$ cat config.mk
export PLATFORM = sky130hd
export DESIGN_NAME = puff_event_counter
export DESIGN_NICKNAME = d
export VERILOG_FILES = /design/src/hw/rtl/pec_pkg.sv /design/src/hw/rtl/pec_cfg.sv /design/src/hw/rtl/pec_curve.sv /design/src/hw/rtl/pec_core.sv /design/src/hw/rtl/puff_event_counter.sv
export VERILOG_INCLUDE_DIRS = /design/src /design/src/hw/rtl
export SDC_FILE = /design/constraint.sdc
export NUM_CORES = 2
export LEC_CHECK = 0
export CAP_MARGIN = 30
export CORE_MARGIN = 4
export CORE_UTILIZATION = 61
export CTS_BUF_LIST = sky130_fd_sc_hd__clkbuf_4
export DETAILED_ROUTE_END_ITERATION = 10
export DONT_BUFFER_PORTS = 1
export GPL_TIMING_DRIVEN = 1
export HOLD_SLACK_MARGIN = 0.02
export PLACE_DENSITY_LB_ADDON = 0.1
export RECOVER_POWER = 50
export SETUP_SLACK_MARGIN = 0.02
export SLEW_MARGIN = 5
export SYNTH_ARGS = -nofsm -noshare
export SYNTH_HDL_FRONTEND = slang
export SYNTH_HIERARCHICAL = 1
export SYNTH_SLANG_ARGS = --single-unit
$ cat constraint.sdc
create_clock -name clk -period 12.1 [get_ports clk]
set_input_delay 1.21 -clock clk [delete_from_list [all_inputs] [get_ports clk]]
set_output_delay 1.21 -clock clk [all_outputs]
set_load 0.01 [all_outputs]
$ cat src/hw/rtl/puff_event_counter_macros.svh
// Assertion macros used by the puff event counter core.
`ifndef PUFF_EVENT_COUNTER_MACROS_SVH
`define PUFF_EVENT_COUNTER_MACROS_SVH

// The consequent must hold in the same cycle as the antecedent.
`define PEC_ASSERT_NOW(label, clk, rst_n, pre, post) \
	label: assert property (@(posedge clk) disable iff (!rst_n) (pre) |-> (post)) \
		else $error("puff_event_counter: same-cycle check failed");

// The consequent must hold in the cycle after the antecedent.
`define PEC_ASSERT_NEXT(label, clk, rst_n, pre, post) \
	label: assert property (@(posedge clk) disable iff (!rst_n) (pre) |=> (post)) \
		else $error("puff_event_counter: next-cycle check failed");

`endif

$ cat src/hw/rtl/pec_pkg.sv
package pec_pkg;

	// Request and result payloads.
	typedef struct packed {
		logic [1:0]  func;
		logic [15:0] temp_centi;
		logic [15:0] power_mw;
		logic [31:0] time_ms;
	} sample_t;

	typedef struct packed {
		logic [5:0]         puffs_left;
		logic signed [19:0] slope_x200;
		logic [1:0]         detect_phase;
		logic [2:0]         puffs_taken;
	} result_t;

	// Configuration register set.
	typedef struct packed {
		logic [11:0]        start_slope;
		logic [11:0]        confirm_slope;
		logic signed [12:0] fall_slope;
		logic [15:0]        power_high_mw;
		logic [15:0]        warmup_end_ms;
		logic [15:0]        long_puff_after_ms;
		logic [15:0]        warm_drop_centi;
		logic [5:0]         session_puffs;
	} cfg_t;

	typedef enum logic [1:0] {
		PH_IDLE    = 2'd0,
		PH_CONFIRM = 2'd1,
		PH_FALL    = 2'd2
	} phase_t;

	// Request function codes.
	localparam logic [1:0] FUNC_TEMP    = 2'd0;
	localparam logic [1:0] FUNC_POWER   = 2'd1;
	localparam logic [1:0] FUNC_RESTART = 2'd2;

	// Configuration register indexes.
	localparam int unsigned CFG_IDX_W = 4;
	localparam logic [CFG_IDX_W-1:0] CFG_START_SLOPE   = 4'd0;
	localparam logic [CFG_IDX_W-1:0] CFG_CONFIRM_SLOPE = 4'd1;
	localparam logic [CFG_IDX_W-1:0] CFG_FALL_SLOPE    = 4'd2;
	localparam logic [CFG_IDX_W-1:0] CFG_POWER_HIGH    = 4'd3;
	localparam logic [CFG_IDX_W-1:0] CFG_WARMUP_END    = 4'd4;
	localparam logic [CFG_IDX_W-1:0] CFG_LONG_PUFF     = 4'd5;
	localparam logic [CFG_IDX_W-1:0] CFG_WARM_DROP     = 4'd6;
	localparam logic [CFG_IDX_W-1:0] CFG_SESSION_PUFFS = 4'd7;

	localparam int unsigned CFG_DATA_W = 16;

	// Register reset values.
	localparam logic [11:0]        START_SLOPE_RST   = 12'd70;
	localparam logic [11:0]        CONFIRM_SLOPE_RST = 12'd84;
	localparam logic signed [12:0] FALL_SLOPE_RST    = -13'sd10;
	localparam logic [15:0]        POWER_HIGH_RST    = 16'd3000;
	localparam logic [15:0]        WARMUP_END_RST    = 16'd10000;
	localparam logic [15:0]        LONG_PUFF_RST     = 16'd25000;
	localparam logic [15:0]        WARM_DROP_RST     = 16'd800;
	localparam logic [5:0]         SESSION_PUFFS_RST = 6'd15;

	// Fixed timing constants.
	localparam logic [31:0] EARLY_PUFF_AFTER_MS  = 32'd6000;
	localparam logic [31:0] POWER_WATCH_AFTER_MS = 32'd5000;
	localparam logic [3:0]  TIMER_MAX            = 4'd15;

	// High-power stretch lengths, in ticks, that take one to five puffs.
	localparam int unsigned TICKS_FOR_1 = 175;
	localparam int unsigned TICKS_FOR_2 = 650;
	localparam int unsigned TICKS_FOR_3 = 1050;
	localparam int unsigned TICKS_FOR_4 = 1400;
	localparam int unsigned TICKS_FOR_5 = 1750;

	// Warm-up reference curve: breakpoints in ms and temperatures in 0.01 C.
	localparam int CURVE_T [5] = '{0, 7500, 9000, 21000, 60000};
	localparam int CURVE_V [5] = '{2500, 33500, 32500, 23500, 22000};
	// Segment start value times segment length.
	localparam int CURVE_BASE [4] = '{
		CURVE_V[0] * (CURVE_T[1] - CURVE_T[0]),
		CURVE_V[1] * (CURVE_T[2] - CURVE_T[1]),
		CURVE_V[2] * (CURVE_T[3] - CURVE_T[2]),
		CURVE_V[3] * (CURVE_T[4] - CURVE_T[3])
	};

	// Count after removing n puffs, stopping at zero.
	function automatic logic [5:0] take_puffs(input logic [5:0] count, input logic [2:0] n);
		logic [5:0] n6;
		n6 = {3'b000, n};
		return (count >= n6) ? count - n6 : 6'd0;
	endfunction

endpackage

$ cat src/hw/rtl/pec_cfg.sv
module pec_cfg (
	input  logic                                  clk,
	input  logic                                  arst_n,
	input  logic                                  wr_en,
	input  logic [pec_pkg::CFG_IDX_W-1:0]         wr_index,
	input  logic [pec_pkg::CFG_DATA_W-1:0]        wr_data,
	output pec_pkg::cfg_t                         cfg
);

	pec_pkg::cfg_t cfg_q;

	always_ff @(posedge clk or negedge arst_n) begin
		if (!arst_n) begin
			cfg_q.start_slope        <= pec_pkg::START_SLOPE_RST;
			cfg_q.confirm_slope      <= pec_pkg::CONFIRM_SLOPE_RST;
			cfg_q.fall_slope         <= pec_pkg::FALL_SLOPE_RST;
			cfg_q.power_high_mw      <= pec_pkg::POWER_HIGH_RST;
			cfg_q.warmup_end_ms      <= pec_pkg::WARMUP_END_RST;
			cfg_q.long_puff_after_ms <= pec_pkg::LONG_PUFF_RST;
			cfg_q.warm_drop_centi    <= pec_pkg::WARM_DROP_RST;
			cfg_q.session_puffs      <= pec_pkg::SESSION_PUFFS_RST;
		end else if (wr_en) begin
			case (wr_index)
				pec_pkg::CFG_START_SLOPE:   cfg_q.start_slope        <= wr_data[11:0];
				pec_pkg::CFG_CONFIRM_SLOPE: cfg_q.confirm_slope      <= wr_data[11:0];
				pec_pkg::CFG_FALL_SLOPE:    cfg_q.fall_slope         <= $signed(wr_data[12:0]);
				pec_pkg::CFG_POWER_HIGH:    cfg_q.power_high_mw      <= wr_data;
				pec_pkg::CFG_WARMUP_END:    cfg_q.warmup_end_ms      <= wr_data;
				pec_pkg::CFG_LONG_PUFF:     cfg_q.long_puff_after_ms <= wr_data;
				pec_pkg::CFG_WARM_DROP:     cfg_q.warm_drop_centi    <= wr_data;
				pec_pkg::CFG_SESSION_PUFFS: cfg_q.session_puffs      <= wr_data[5:0];
				default: begin
				end
			endcase
		end
	end

	assign cfg = cfg_q;

endmodule

$ cat src/hw/rtl/pec_curve.sv
module pec_curve (
	input  logic [15:0] temp_centi,
	input  logic [15:0] drop_centi,
	input  logic [15:0] time_lo,
	output logic        below
);

	// The curve test is only used while time is within the 16-bit warm-up window.
	logic [1:0]         seg;
	logic [2:0]         idx;
	logic [2:0]         nxt;
	logic [15:0]        dt;
	logic [15:0]        t0;
	logic signed [15:0] dv;
	logic [29:0]        base;
	logic [15:0]        off;
	logic [16:0]        temp_sum;
	logic [32:0]        lhs;
	logic signed [32:0] step;
	logic signed [35:0] rhs;

	always_comb begin
		if (time_lo < 16'(pec_pkg::CURVE_T[1])) begin
			seg = 2'd0;
		end else if (time_lo < 16'(pec_pkg::CURVE_T[2])) begin
			seg = 2'd1;
		end else if (time_lo < 16'(pec_pkg::CURVE_T[3])) begin
			seg = 2'd2;
		end else begin
			seg = 2'd3;
		end
	end

	assign idx  = {1'b0, seg};
	assign nxt  = idx + 3'd1;
	assign dt   = 16'(pec_pkg::CURVE_T[nxt] - pec_pkg::CURVE_T[idx]);
	assign t0   = 16'(pec_pkg::CURVE_T[idx]);
	assign dv   = 16'(pec_pkg::CURVE_V[nxt] - pec_pkg::CURVE_V[idx]);
	assign base = 30'(pec_pkg::CURVE_BASE[seg]);
	assign off  = time_lo - t0;

	// Exact compare: (temp + drop) * dt < v0 * dt + dv * (t - t0).
	assign temp_sum = {1'b0, temp_centi} + {1'b0, drop_centi};
	assign lhs      = {16'b0, temp_sum} * {17'b0, dt};
	assign step     = $signed({{17{dv[15]}}, dv}) * $signed({17'b0, off});
	assign rhs      = $signed({6'b0, base}) + $signed({{3{step[32]}}, step});
	assign below    = $signed({3'b000, lhs}) < rhs;

endmodule

$ cat src/hw/rtl/pec_core.sv
`include "puff_event_counter_macros.svh"

module pec_core #(
	parameter int CONFIRM_TIMEOUT = 2,
	parameter int FALL_TIMEOUT    = 10,
	parameter int TICK_BITS       = 16
) (
	input  logic             clk,
	input  logic             arst_n,
	input  logic             fire,
	input  pec_pkg::sample_t item,
	input  pec_pkg::cfg_t    cfg,
	output pec_pkg::result_t res
);

	logic [15:0]          hist0_q, hist1_q;
	pec_pkg::phase_t      phase_q;
	logic [3:0]           timer_q;
	logic [5:0]           puff_count_q;
	logic [TICK_BITS-1:0] ticks_q;

	logic [15:0]          hist0_d, hist1_d;
	pec_pkg::phase_t      phase_d;
	logic [3:0]           timer_d;
	logic [5:0]           count_d;
	logic [TICK_BITS-1:0] ticks_d;

	logic signed [16:0] diff;
	logic signed [19:0] slope_raw;
	logic signed [19:0] slope;
	logic               detect_on;
	logic               below;
	logic               early_puff;
	logic [2:0]         tick_puffs;

	pec_curve u_curve (
		.temp_centi (item.temp_centi),
		.drop_centi (cfg.warm_drop_centi),
		.time_lo    (item.time_ms[15:0]),
		.below      (below)
	);

	assign diff      = $signed({1'b0, item.temp_centi}) - $signed({1'b0, hist1_q});
	assign slope_raw = ($signed({{3{diff[16]}}, diff}) <<< 2) + $signed({{3{diff[16]}}, diff});
	assign detect_on = (item.time_ms > {16'b0, cfg.warmup_end_ms})
		|| (puff_count_q < cfg.session_puffs);
	assign early_puff = (item.time_ms > pec_pkg::EARLY_PUFF_AFTER_MS) && below
		&& (puff_count_q >= cfg.session_puffs);

	always_comb begin
		if (ticks_q >= TICK_BITS'(pec_pkg::TICKS_FOR_5)) begin
			tick_puffs = 3'd5;
		end else if (ticks_q >= TICK_BITS'(pec_pkg::TICKS_FOR_4)) begin
			tick_puffs = 3'd4;
		end else if (ticks_q >= TICK_BITS'(pec_pkg::TICKS_FOR_3)) begin
			tick_puffs = 3'd3;
		end else if (ticks_q >= TICK_BITS'(pec_pkg::TICKS_FOR_2)) begin
			tick_puffs = 3'd2;
		end else if (ticks_q >= TICK_BITS'(pec_pkg::TICKS_FOR_1)) begin
			tick_puffs = 3'd1;
		end else begin
			tick_puffs = 3'd0;
		end
	end

	// Next state for the request currently at the head of the pipe.
	always_comb begin
		hist0_d = hist0_q;
		hist1_d = hist1_q;
		phase_d = phase_q;
		timer_d = timer_q;
		count_d = puff_count_q;
		ticks_d = ticks_q;
		slope   = '0;
		case (item.func)
			pec_pkg::FUNC_TEMP: begin
				if (detect_on) begin
					slope   = slope_raw;
					hist1_d = hist0_q;
					hist0_d = item.temp_centi;
					case (phase_q)
						pec_pkg::PH_IDLE: begin
							if (slope_raw > $signed({8'b0, cfg.start_slope})) begin
								phase_d = pec_pkg::PH_CONFIRM;
							end
							timer_d = '0;
						end
						pec_pkg::PH_CONFIRM: begin
							if (slope_raw > $signed({8'b0, cfg.confirm_slope})) begin
								phase_d = pec_pkg::PH_FALL;
								timer_d = '0;
							end else if (timer_q >= 4'(CONFIRM_TIMEOUT)) begin
								phase_d = pec_pkg::PH_IDLE;
							end else if (timer_q < pec_pkg::TIMER_MAX) begin
								timer_d = timer_q + 4'd1;
							end
						end
						pec_pkg::PH_FALL: begin
							if (slope_raw < $signed({{7{cfg.fall_slope[12]}}, cfg.fall_slope})) begin
								count_d = pec_pkg::take_puffs(puff_count_q, 3'd1);
								phase_d = pec_pkg::PH_IDLE;
							end else if (timer_q >= 4'(FALL_TIMEOUT)) begin
								if (item.time_ms > {16'b0, cfg.long_puff_after_ms}) begin
									count_d = pec_pkg::take_puffs(puff_count_q, 3'd1);
								end
								phase_d = pec_pkg::PH_IDLE;
							end else if (timer_q < pec_pkg::TIMER_MAX) begin
								timer_d = timer_q + 4'd1;
							end
						end
						default: begin
						end
					endcase
				end else begin
					// Warm-up sample: refill the history, phase untouched.
					hist0_d = item.temp_centi;
					hist1_d = item.temp_centi;
					if (early_puff) begin
						count_d = pec_pkg::take_puffs(puff_count_q, 3'd1);
					end
				end
			end
			pec_pkg::FUNC_POWER: begin
				if (item.time_ms > pec_pkg::POWER_WATCH_AFTER_MS) begin
					if (item.power_mw > cfg.power_high_mw) begin
						if (ticks_q != {TICK_BITS{1'b1}}) begin
							ticks_d = ticks_q + TICK_BITS'(1);
						end
					end else begin
						count_d = pec_pkg::take_puffs(puff_count_q, tick_puffs);
						ticks_d = '0;
					end
				end
			end
			pec_pkg::FUNC_RESTART: begin
				count_d = cfg.session_puffs;
			end
			default: begin
			end
		endcase
	end

	always_ff @(posedge clk or negedge arst_n) begin
		if (!arst_n) begin
			hist0_q      <= '0;
			hist1_q      <= '0;
			phase_q      <= pec_pkg::PH_IDLE;
			timer_q      <= '0;
			puff_count_q <= pec_pkg::SESSION_PUFFS_RST;
			ticks_q      <= '0;
		end else if (fire) begin
			hist0_q      <= hist0_d;
			hist1_q      <= hist1_d;
			phase_q      <= phase_d;
			timer_q      <= timer_d;
			puff_count_q <= count_d;
			ticks_q      <= ticks_d;
		end
	end

	assign res.puffs_left   = count_d;
	assign res.slope_x200   = slope;
	assign res.detect_phase = phase_d;
	assign res.puffs_taken  = (puff_count_q > count_d) ? 3'(puff_count_q - count_d) : 3'd0;

	`PEC_ASSERT_NEXT(a_power_keeps_phase, clk, arst_n, fire && item.func == pec_pkg::FUNC_POWER, $stable(phase_q) && $stable(timer_q))
	`PEC_ASSERT_NOW(a_slope_only_temp, clk, arst_n, fire && res.slope_x200 != 20'sd0, item.func == pec_pkg::FUNC_TEMP)
	`PEC_ASSERT_NEXT(a_idle_holds_state, clk, arst_n, !fire, $stable(puff_count_q) && $stable(ticks_q))
	`PEC_ASSERT_NOW(a_taken_lowers_count, clk, arst_n, fire && res.puffs_taken != 3'd0, res.puffs_left < puff_count_q)

endmodule

$ cat src/hw/rtl/puff_event_counter.sv
// An accepted request sits in the input register, then its outcome goes to the result register.
// One request per cycle while result_stall is low; the update is a single pass of compare logic.
// Input stage and output register hold two requests; stall rises only when both are full
// and the result is being held off.
// Reset (arst_n low, asynchronous): registers back to defaults, 15 puffs, history and timers zero.
// No clearing pass is needed after reset; requests are accepted on the first cycle.
module puff_event_counter #(
	parameter int CONFIRM_TIMEOUT = 2,
	parameter int FALL_TIMEOUT    = 10,
	parameter int TICK_BITS       = 16
) (
	input  logic                               clk,
	input  logic                               arst_n,
	input  logic                               sample_valid,
	output logic                               sample_stall,
	input  pec_pkg::sample_t                   sample,
	output logic                               result_valid,
	input  logic                               result_stall,
	output pec_pkg::result_t                   result,
	input  logic                               cfg_valid,
	output logic                               cfg_ready,
	input  logic [pec_pkg::CFG_IDX_W-1:0]      cfg_index,
	input  logic [pec_pkg::CFG_DATA_W-1:0]     cfg_data
);

	// The input register holds one request; the core evaluates it against the
	// current state in the same cycle and the outcome lands in the result register.
	pec_pkg::sample_t item_s1;
	logic             valid_s1;
	pec_pkg::result_t result_q;
	logic             result_valid_q;

	pec_pkg::cfg_t    cfg;
	pec_pkg::result_t core_res;

	logic accept;
	logic advance;

	// Configuration writes are always taken; software writes only while idle (not enforced by the block).
	assign cfg_ready = 1'b1;

	pec_cfg u_cfg (
		.clk      (clk),
		.arst_n   (arst_n),
		.wr_en    (cfg_valid && cfg_ready),
		.wr_index (cfg_index),
		.wr_data  (cfg_data),
		.cfg      (cfg)
	);

	// The head request moves on whenever the result register is empty or being drained.
	// The state update happens on the same edge, so the next request sees it at once.
	assign advance      = valid_s1 && (!result_valid_q || !result_stall);
	assign sample_stall = valid_s1 && !advance;
	assign accept       = sample_valid && !sample_stall;

	pec_core #(
		.CONFIRM_TIMEOUT (CONFIRM_TIMEOUT),
		.FALL_TIMEOUT    (FALL_TIMEOUT),
		.TICK_BITS       (TICK_BITS)
	) u_core (
		.clk    (clk),
		.arst_n (arst_n),
		.fire   (advance),
		.item   (item_s1),
		.cfg    (cfg),
		.res    (core_res)
	);

	always_ff @(posedge clk or negedge arst_n) begin
		if (!arst_n) begin
			valid_s1 <= 1'b0;
		end else begin
			valid_s1 <= accept || (valid_s1 && !advance);
		end
	end

	// Payload stage; it only loads when a request is accepted.
	always_ff @(posedge clk) begin
		if (accept) begin
			item_s1 <= sample;
		end
	end

	always_ff @(posedge clk or negedge arst_n) begin
		if (!arst_n) begin
			result_valid_q <= 1'b0;
		end else if (advance) begin
			result_valid_q <= 1'b1;
		end else if (!result_stall) begin
			result_valid_q <= 1'b0;
		end
	end

	// A stalled result holds because advance needs the register empty or draining.
	always_ff @(posedge clk) begin
		if (advance) begin
			result_q <= core_res;
		end
	end

	assign result_valid = result_valid_q;
	assign result       = result_q;

endmodule

======== Yosys cells after proc, flatten, opt, wreduce, memory -nomap -nowiden ========
Memory sizes are Yosys's and may differ from the RTL's.
Cells that the tools add are included.
storage, ports and cells
  register bits ........................... 266
  bits in read-only memories .............. 1024
  bits of input ports ..................... 91
  output and inout port bits .............. 34
  word-level logic and storage cells ...... 168
  memories kept ........................... 4
operators by class
  $add $sub $neg .......................... 13
  multipliers ............................. 2
  $lt $le $gt $ge ......................... 28
  equal/unequal tests ..................... 17
  multiplexer cells ....................... 49
  bitwise gates (word level) .............. 3
  reduce and logical (&&, ||, !) cells .... 28
memory list
  name             depth  width  rd ports  clocked after memory_dff  wr ports  line             source
  (no name shown)  8      32     1         0                         0         pec_curve.sv:38  assign dv = 16'(pec_pkg::CURVE_V[nxt] - pec_pkg::CURVE_V[idx]);
  (no name shown)  8      32     1         0                         0         pec_curve.sv:38
  (no name shown)  8      32     1         0                         0         pec_curve.sv:37  assign t0 = 16'(pec_pkg::CURVE_T[idx]);
  (no name shown)  8      32     1         0                         0         pec_curve.sv:36  assign dt = 16'(pec_pkg::CURVE_T[nxt] - pec_pkg::CURVE_T[idx]);
operators by type and width
  cell                                                                                   number
  16-bit two-way mux                                                                     11
  32-bit binary-select mux with 2-bit select                                             1
  32-bit by 13-bit > comparator with 1-bit output, second input constant                 2
  32-bit by 16-bit > comparator with 1-bit output                                        2
  30-bit two-way mux                                                                     2
  6-bit two-way mux                                                                      10
  16-bit by 11-bit greater-or-equal comparator with 1-bit output, second input constant  3
  16-bit subtractor                                                                      3
  20-bit by 13-bit > comparator with 1-bit output                                        2
  31-bit by 33-bit adder with 34-bit output                                              1
  34-bit < comparator                                                                    1
  16-bit by 17-bit multiplier with 33-bit output                                         1
  17-bit by 16-bit multiplier with 33-bit output                                         1
  19-bit by 17-bit adder with 20-bit output                                              1
  20-bit by 13-bit < comparator with 1-bit output                                        1
  4-bit two-way mux                                                                      5
  2-bit AND reduction                                                                    10
  2-bit two-way mux                                                                      9
  6-bit case mux with 3 select lines                                                     1
  16-bit by 16-bit adder with 17-bit output                                              1
  16-bit by 16-bit subtractor with 17-bit output                                         1
  16-bit by 1-bit adder with 16-bit output, second input constant                        1
  4-bit by 3-bit == test with 1-bit output, second input constant                        4
  16-bit by 10-bit greater-or-equal comparator with 1-bit output, second input constant  1
  other kinds (42)                                                                       65

======== Longest topological paths before layout ========
  depth after elaboration ................. 19
  gate-level depth with buffers ........... 63

======== Hierarchy ========
The synthesis kept the hierarchy.
modules (own cells, without submodules)
  module              times used  cells an instance  area each (sq um)  sequential area each (sq um)
  pec_curve           1           2055               17864.6            0.0
  pec_core            1           1098               8615.8             1506.4
  pec_cfg             1           235                4126.5             2730.1
  puff_event_counter  1           107                3016.6             2962.8

======== Least setup slack after synthesis ========
Ideal clock, no wire load.
  kind .................................... reg-to-reg
  from .................................... register item_s1[7] (netlist bit)
  to ...................................... register result_q (netlist bit result[2]), data pin
  library setup time ...................... 0.263 ns
  arrival ................................. 12.894 ns
  data required time ...................... 11.837 ns
  path slack .............................. -1.057 ns
  stages on the path, launching flop included .. 57
  period minus slack after synthesis ...... 13.157 ns
  cell sequence ........................... edfxtp_1 -> clkbuf_1 -> nor2_1 -> a21oi_1 -> o41ai_1 -> nor2_1 -> o21ai_1 -> clkbuf_1 -> inv_1 -> ha_1 -> clkbuf_1 -> clkinv_1 -> clkbuf_1 -> ha_1 -> nand3_1 -> o211ai_1 -> nand2_1 -> xnor2_1 -> (+21 left out) -> ha_1 -> nand4_1 -> nor2_1 -> nand4_1 -> a211o_1 -> a21oi_1 -> nor3_2 -> o21ai_0 -> nor3_1 -> a31oi_1 -> nor4_1 -> mux2_2 -> a221oi_1 -> ha_1 -> a21oi_1 -> o22ai_1 -> o22ai_1 -> nor3_1
on the way
  cells in the longest elaborated chain, start to end .. 19
RTL lines
  what                                                           line                              source
  start, declared                                                puff_event_counter.sv:28          pec_pkg::sample_t item_s1;
  start signal, assigned                                         puff_event_counter.sv:81          item_s1 <= sample;
  16-bit by 15-bit < comparator with 1-bit output                pec_curve.sv:27                   end else if (time_lo < 16'(pec_pkg::CURVE_T[3])) begin
  1-bit two-way mux                                              pec_curve.sv:27
  2-bit two-way mux                                              pec_curve.sv:25                   end else if (time_lo < 16'(pec_pkg::CURVE_T[2])) begin
  2-bit two-way mux                                              pec_curve.sv:23                   if (time_lo < 16'(pec_pkg::CURVE_T[1])) begin
  2-bit by 1-bit adder with 3-bit output                         pec_curve.sv:35                   assign nxt = idx + 3'd1;
  3-bit NOT with 4-bit output (not written as such)              pec_curve.sv:36, pec_curve.sv:38
  memory read 8 x 32 bit                                         -
  16-bit two-way mux (not written as such) (2 in a row)          pec_curve.sv:38
  (+3 left out)                                                  -
  34-bit < comparator (*)                                        pec_curve.sv:47                   assign below = $signed({3'b000, lhs}) < rhs;
  via u_core.below                                               pec_core.sv:32                    logic below;
  1-bit logical AND (*)                                          pec_core.sv:47                    assign early_puff = (item.time_ms > pec_pkg::EARLY_PUFF_AFTER_MS) && below
  1-bit logical AND (*)                                          pec_core.sv:48                    && (puff_count_q >= cfg.session_puffs);
  6-bit two-way mux (*)                                          pec_core.sv:118                   if (early_puff) begin
  6-bit two-way mux (*)                                          pec_core.sv:77                    if (detect_on) begin
  6-bit case mux with 3 select lines (*)                         pec_core.sv:75                    case (item.func)
  6-bit > comparator / 3-bit subtractor (equally long branches)  pec_core.sv:164                   assign res.puffs_taken = (puff_count_q > count_d) ? 3'(puff_count_q - count_d) : 3'd0;
  end signal, assigned                                           puff_event_counter.sv:98          result_q <= core_res;
  end, declared                                                  puff_event_counter.sv:30          pec_pkg::result_t result_q;
Mark *: on every way through the listed nets, which the timed path passes. The rest lies on a longest branch. The select of a mux whose other input is x is not followed.
A chain may end at the register's enable or synchronous reset.

======== Worst setup path after layout ========
  from .................................... register item_s1[4] (netlist bit)
  to ...................................... register result_q (netlist bit result[2]), data pin
Same word-level chain as after synthesis.

==> impl_results.md <==
* FP Rows at 85
* Crit path DAT at 12.75 ns
* Syn Area/Cell at 9.620 um2
* Vias at 25778
* Area contributors post-synth: fa_1 (22%), ha_1 (16%), dfrtp_1 (9.2%)
* Commonest non-fill, non-tap cell in the layout: inv_1
* Netlist cell types at 105
* Post-layout nets at 4567
* Min-Delay Path Class: in2async
* Max transition margin at -58.29%
* Via density at 5.840
* I/O pin total at 125
* Worst Reg-to-Reg Cells at 56
* Area leader, netlist: fa_1
* Crit path kind: reg2reg
* Slew Limit Fails at 42
* Clock Latency Late Sink at 0.80 ns
* Clock tree buffer depth at 3
* Violated checks: capacitance limit, slew limit, setup timing
* First-pass GRT wire length at 142000 um
* EDFF count, synth at 97
* Reg-to-Reg Start: item_s1[4]$_DFFE_PP_
* Sequential area share after synthesis at 21.41%
* Vias in the first global route at 27697
* Async SR Flop Fraction at 63.53%
* Drt pass-1 iters at 5
* Synth warn at 6
* # hold bufs at CTS at 0
* Starting density of the core at 61.99%
* Fraction of layout instances using a drive strength above 1 at 17.37%
* Share of the synthesized area in the top cell type at 22.33%
* Post-DP HPWL at 68860 um
* Status: complete, but fails checks
* Tmin final at 12.19 ns
* H-tree depth at 3
* RSZ-0062 raised after global routing: yes
* FF+latch count, synth at 266
* Crit path largest cell delay at 0.58 ns
* Initial DRC count at 1510
* Critical Path Start: item_s1[4]$_DFFE_PP_
* Most used DFF post-synth: dfrtp_1
* Antenna Nets Post-Route at 0
* CP Capture Type: register
* Commonest non-fill, non-tap cells in the layout: inv_1 (627), ha_1 (425), fa_1 (370), nand2_1 (262), nor2_1 (255)
* Final setup violation count at 3
* Post-synthesis cell area at 33620 um2
* Routed Wire Length at 88030 um
* Top achievable clock speed at 82.03 MHz
* Critical Path Source Type: register
* Core area at 54240 um2
* # DRC at 0
* Final period utilization at 100.7%
* Routed len/inst at 19.94 um
* Clk_skew at 0.07438 ns
* TritonCTS buffer count at 70
* Slew @ Worst Pin at 2.374 ns
* Slowest stage cell, crit path: or4b_4
* Die Width at 242.8 um
* Chip Height at 242.8 um
* Largest net degree at the start of global routing at 170
* Total die area at 58940 um2
* Worst-path fanout max at 7
* Worst Hold Slack at 0.1457 ns
* Critical Path RT at 12.65 ns
* Final setup margin at -0.09057 ns
* Worst R2R Setup Slack at -0.09 ns
* Gr usage total at 29.89%
* Initial antenna violation count at 2
* Layout area overhead at 10.74%
* Port-buffer cells at 0
* CTS clk-pin slew, worst paths at 0.08 ns
* Max_cap viols at 1
* CTS root buffer: clkbuf_4
* GP Congestion at 0.9377
* Synth Net Count at 4404
* R2r endpoint: result[2]$_DFFE_PP_
* Final Hold Viols at 0
* Total grt overflow at 0
* CTS Sinks at 266
* Post-Syn Instances at 3495
* CTS tree: done
==> how the worst max path moves through the flow <==
stage	endpoint	slack, ns	depth (start not counted)
6_report	result[2]$_DFFE_PP_	-0.09	56
5_1_grt	result[2]$_DFFE_PP_	-0.66	58
4_1_cts	result[0]$_DFFE_PP_	0.003	58
3_5_place_dp	result[2]$_DFFE_PP_	-0.52	56
3_3_place_gp	result[2]$_DFFE_PP_	-0.08	55
2_1_floorplan	result[2]$_DFFE_PP_	0.03	57
==> metrics by stage <==
| step | util [%] | setup slack, ns | area (um2) | instances | TNS (ns) |
|---|---|---|---|---|---|
| after detailed placement | 65.31 | -0.5162 | 35420 | 4247 | -1.462 |
| after global routing | 68.64 | -0.6622 | 37230 | 4413 | -1.983 |
| after CTS | 68.07 | 0.003086 | 36920 | 4396 | 0 |
| after global placement | 65.30 | -0.07506 | 35420 | 4246 | -0.1810 |
| after floorplan | - | 0.03294 | 33860 | 3495 | 0 |
| final | 68.65 | -0.09057 | 37230 | 4414 | -0.2561 |
==> critical path: cells and delay by family, from the launching register on <==
| kind | cells | cell delay [ns] |
|---|---|---|
| muxes | 1 | 0.34 |
| AOI/OAI and AO/OA | 19 | 3.00 |
| adders and majority gates | 11 | 4.55 |
| buffers and inverters | 14 | 1.39 |
| and+or+nand+nor | 9 | 1.96 |
| DFF | 1 | 0.44 |
| xor gates and xnor gates | 2 | 0.26 |
==> cell usage after synthesis, types with 8 or more instances <==
library cell / n
inv_1: 644
ha_1: 443
fa_1: 375
nand2_1: 265
nor2_1: 262
a21oi_1: 149
mux2_2: 125
dfrtp_1: 123
edfxtp_1: 97
a21o_1: 74
clkbuf_1: 70
o21ai_0: 70
xnor2_1: 70
dfstp_2: 46
xor2_1: 44
and2_1: 43
o21a_1: 42
nor3_1: 39
nand4_1: 34
nand3_1: 32
and3_1: 29
nor2b_1: 29
or3_1: 20
a211oi_1: 19
nand2b_1: 19
o211ai_1: 18
mux2i_1: 17
o21bai_1: 17
o31ai_1: 16
a31oi_1: 15
o21ai_1: 13
buf_2: 12
nor4_1: 12
inv_2: 11
o31a_1: 11
or2_2: 11
or4_1: 11
a21boi_0: 9
nor3b_1: 8
==> cells by family (layout without fill, tap and decap cells) <==
kind of cell	count (synthesis)	after routing	share of synthesized area [%]
muxes	142	142	4.692
adders and majority gates	818	818	38.81
and+or+nand+nor	845	845	11.98
DFF	266	266	21.41
other	1	5	0.01115
xor gates and xnor gates	116	116	3.085
buffers and inverters	753	972	8.629
AOI/OAI and AO/OA	554	554	11.38
==> state kept, by name, indices dropped and copies added (netlist names) <==
name                 cells
u_cfg/cfg              107
u_core/timer_q           4
u_core/puff_count_q      6
u_core/ticks_q          16
item_s1                 66
u_core/hist0_q          16
valid_s1                 1
u_core/hist1_q          16
u_core/phase_q           2
result_valid             1
result                  31
==> metal layers <==
layer	global-route usage, %	up-vias	wire length [um]
li1	-	11982	-
met1	36.34	12862	34910
met2	53.61	735	45050
met3	4.779	199	4879
met4	11.22	0	3188
met5	0	-	0
==> final cells by class <==
class | instances | area (um2)
Multi-Input combinational cell | 2476 | 24230
Fill cell | 4324 | 17010
Sequential cell | 266 | 7199
Inverter | 658 | 2485
Timing Repair Buffer | 186 | 1469
Tap cell | 696 | 870.8
Clock buffer | 102 | 765.7
Clock inverter | 26 | 200.2
Antenna cell | 4 | 10.01
==> timing repair <==
item	CTS	global route
setup endpoints to repair	3	12
pin swaps	96	67
buffers inserted	23	11
gates resized for setup	74	49
Power is not shown: default switching activity piles up to over one toggle a cycle in this logic, so the estimate is an artifact.
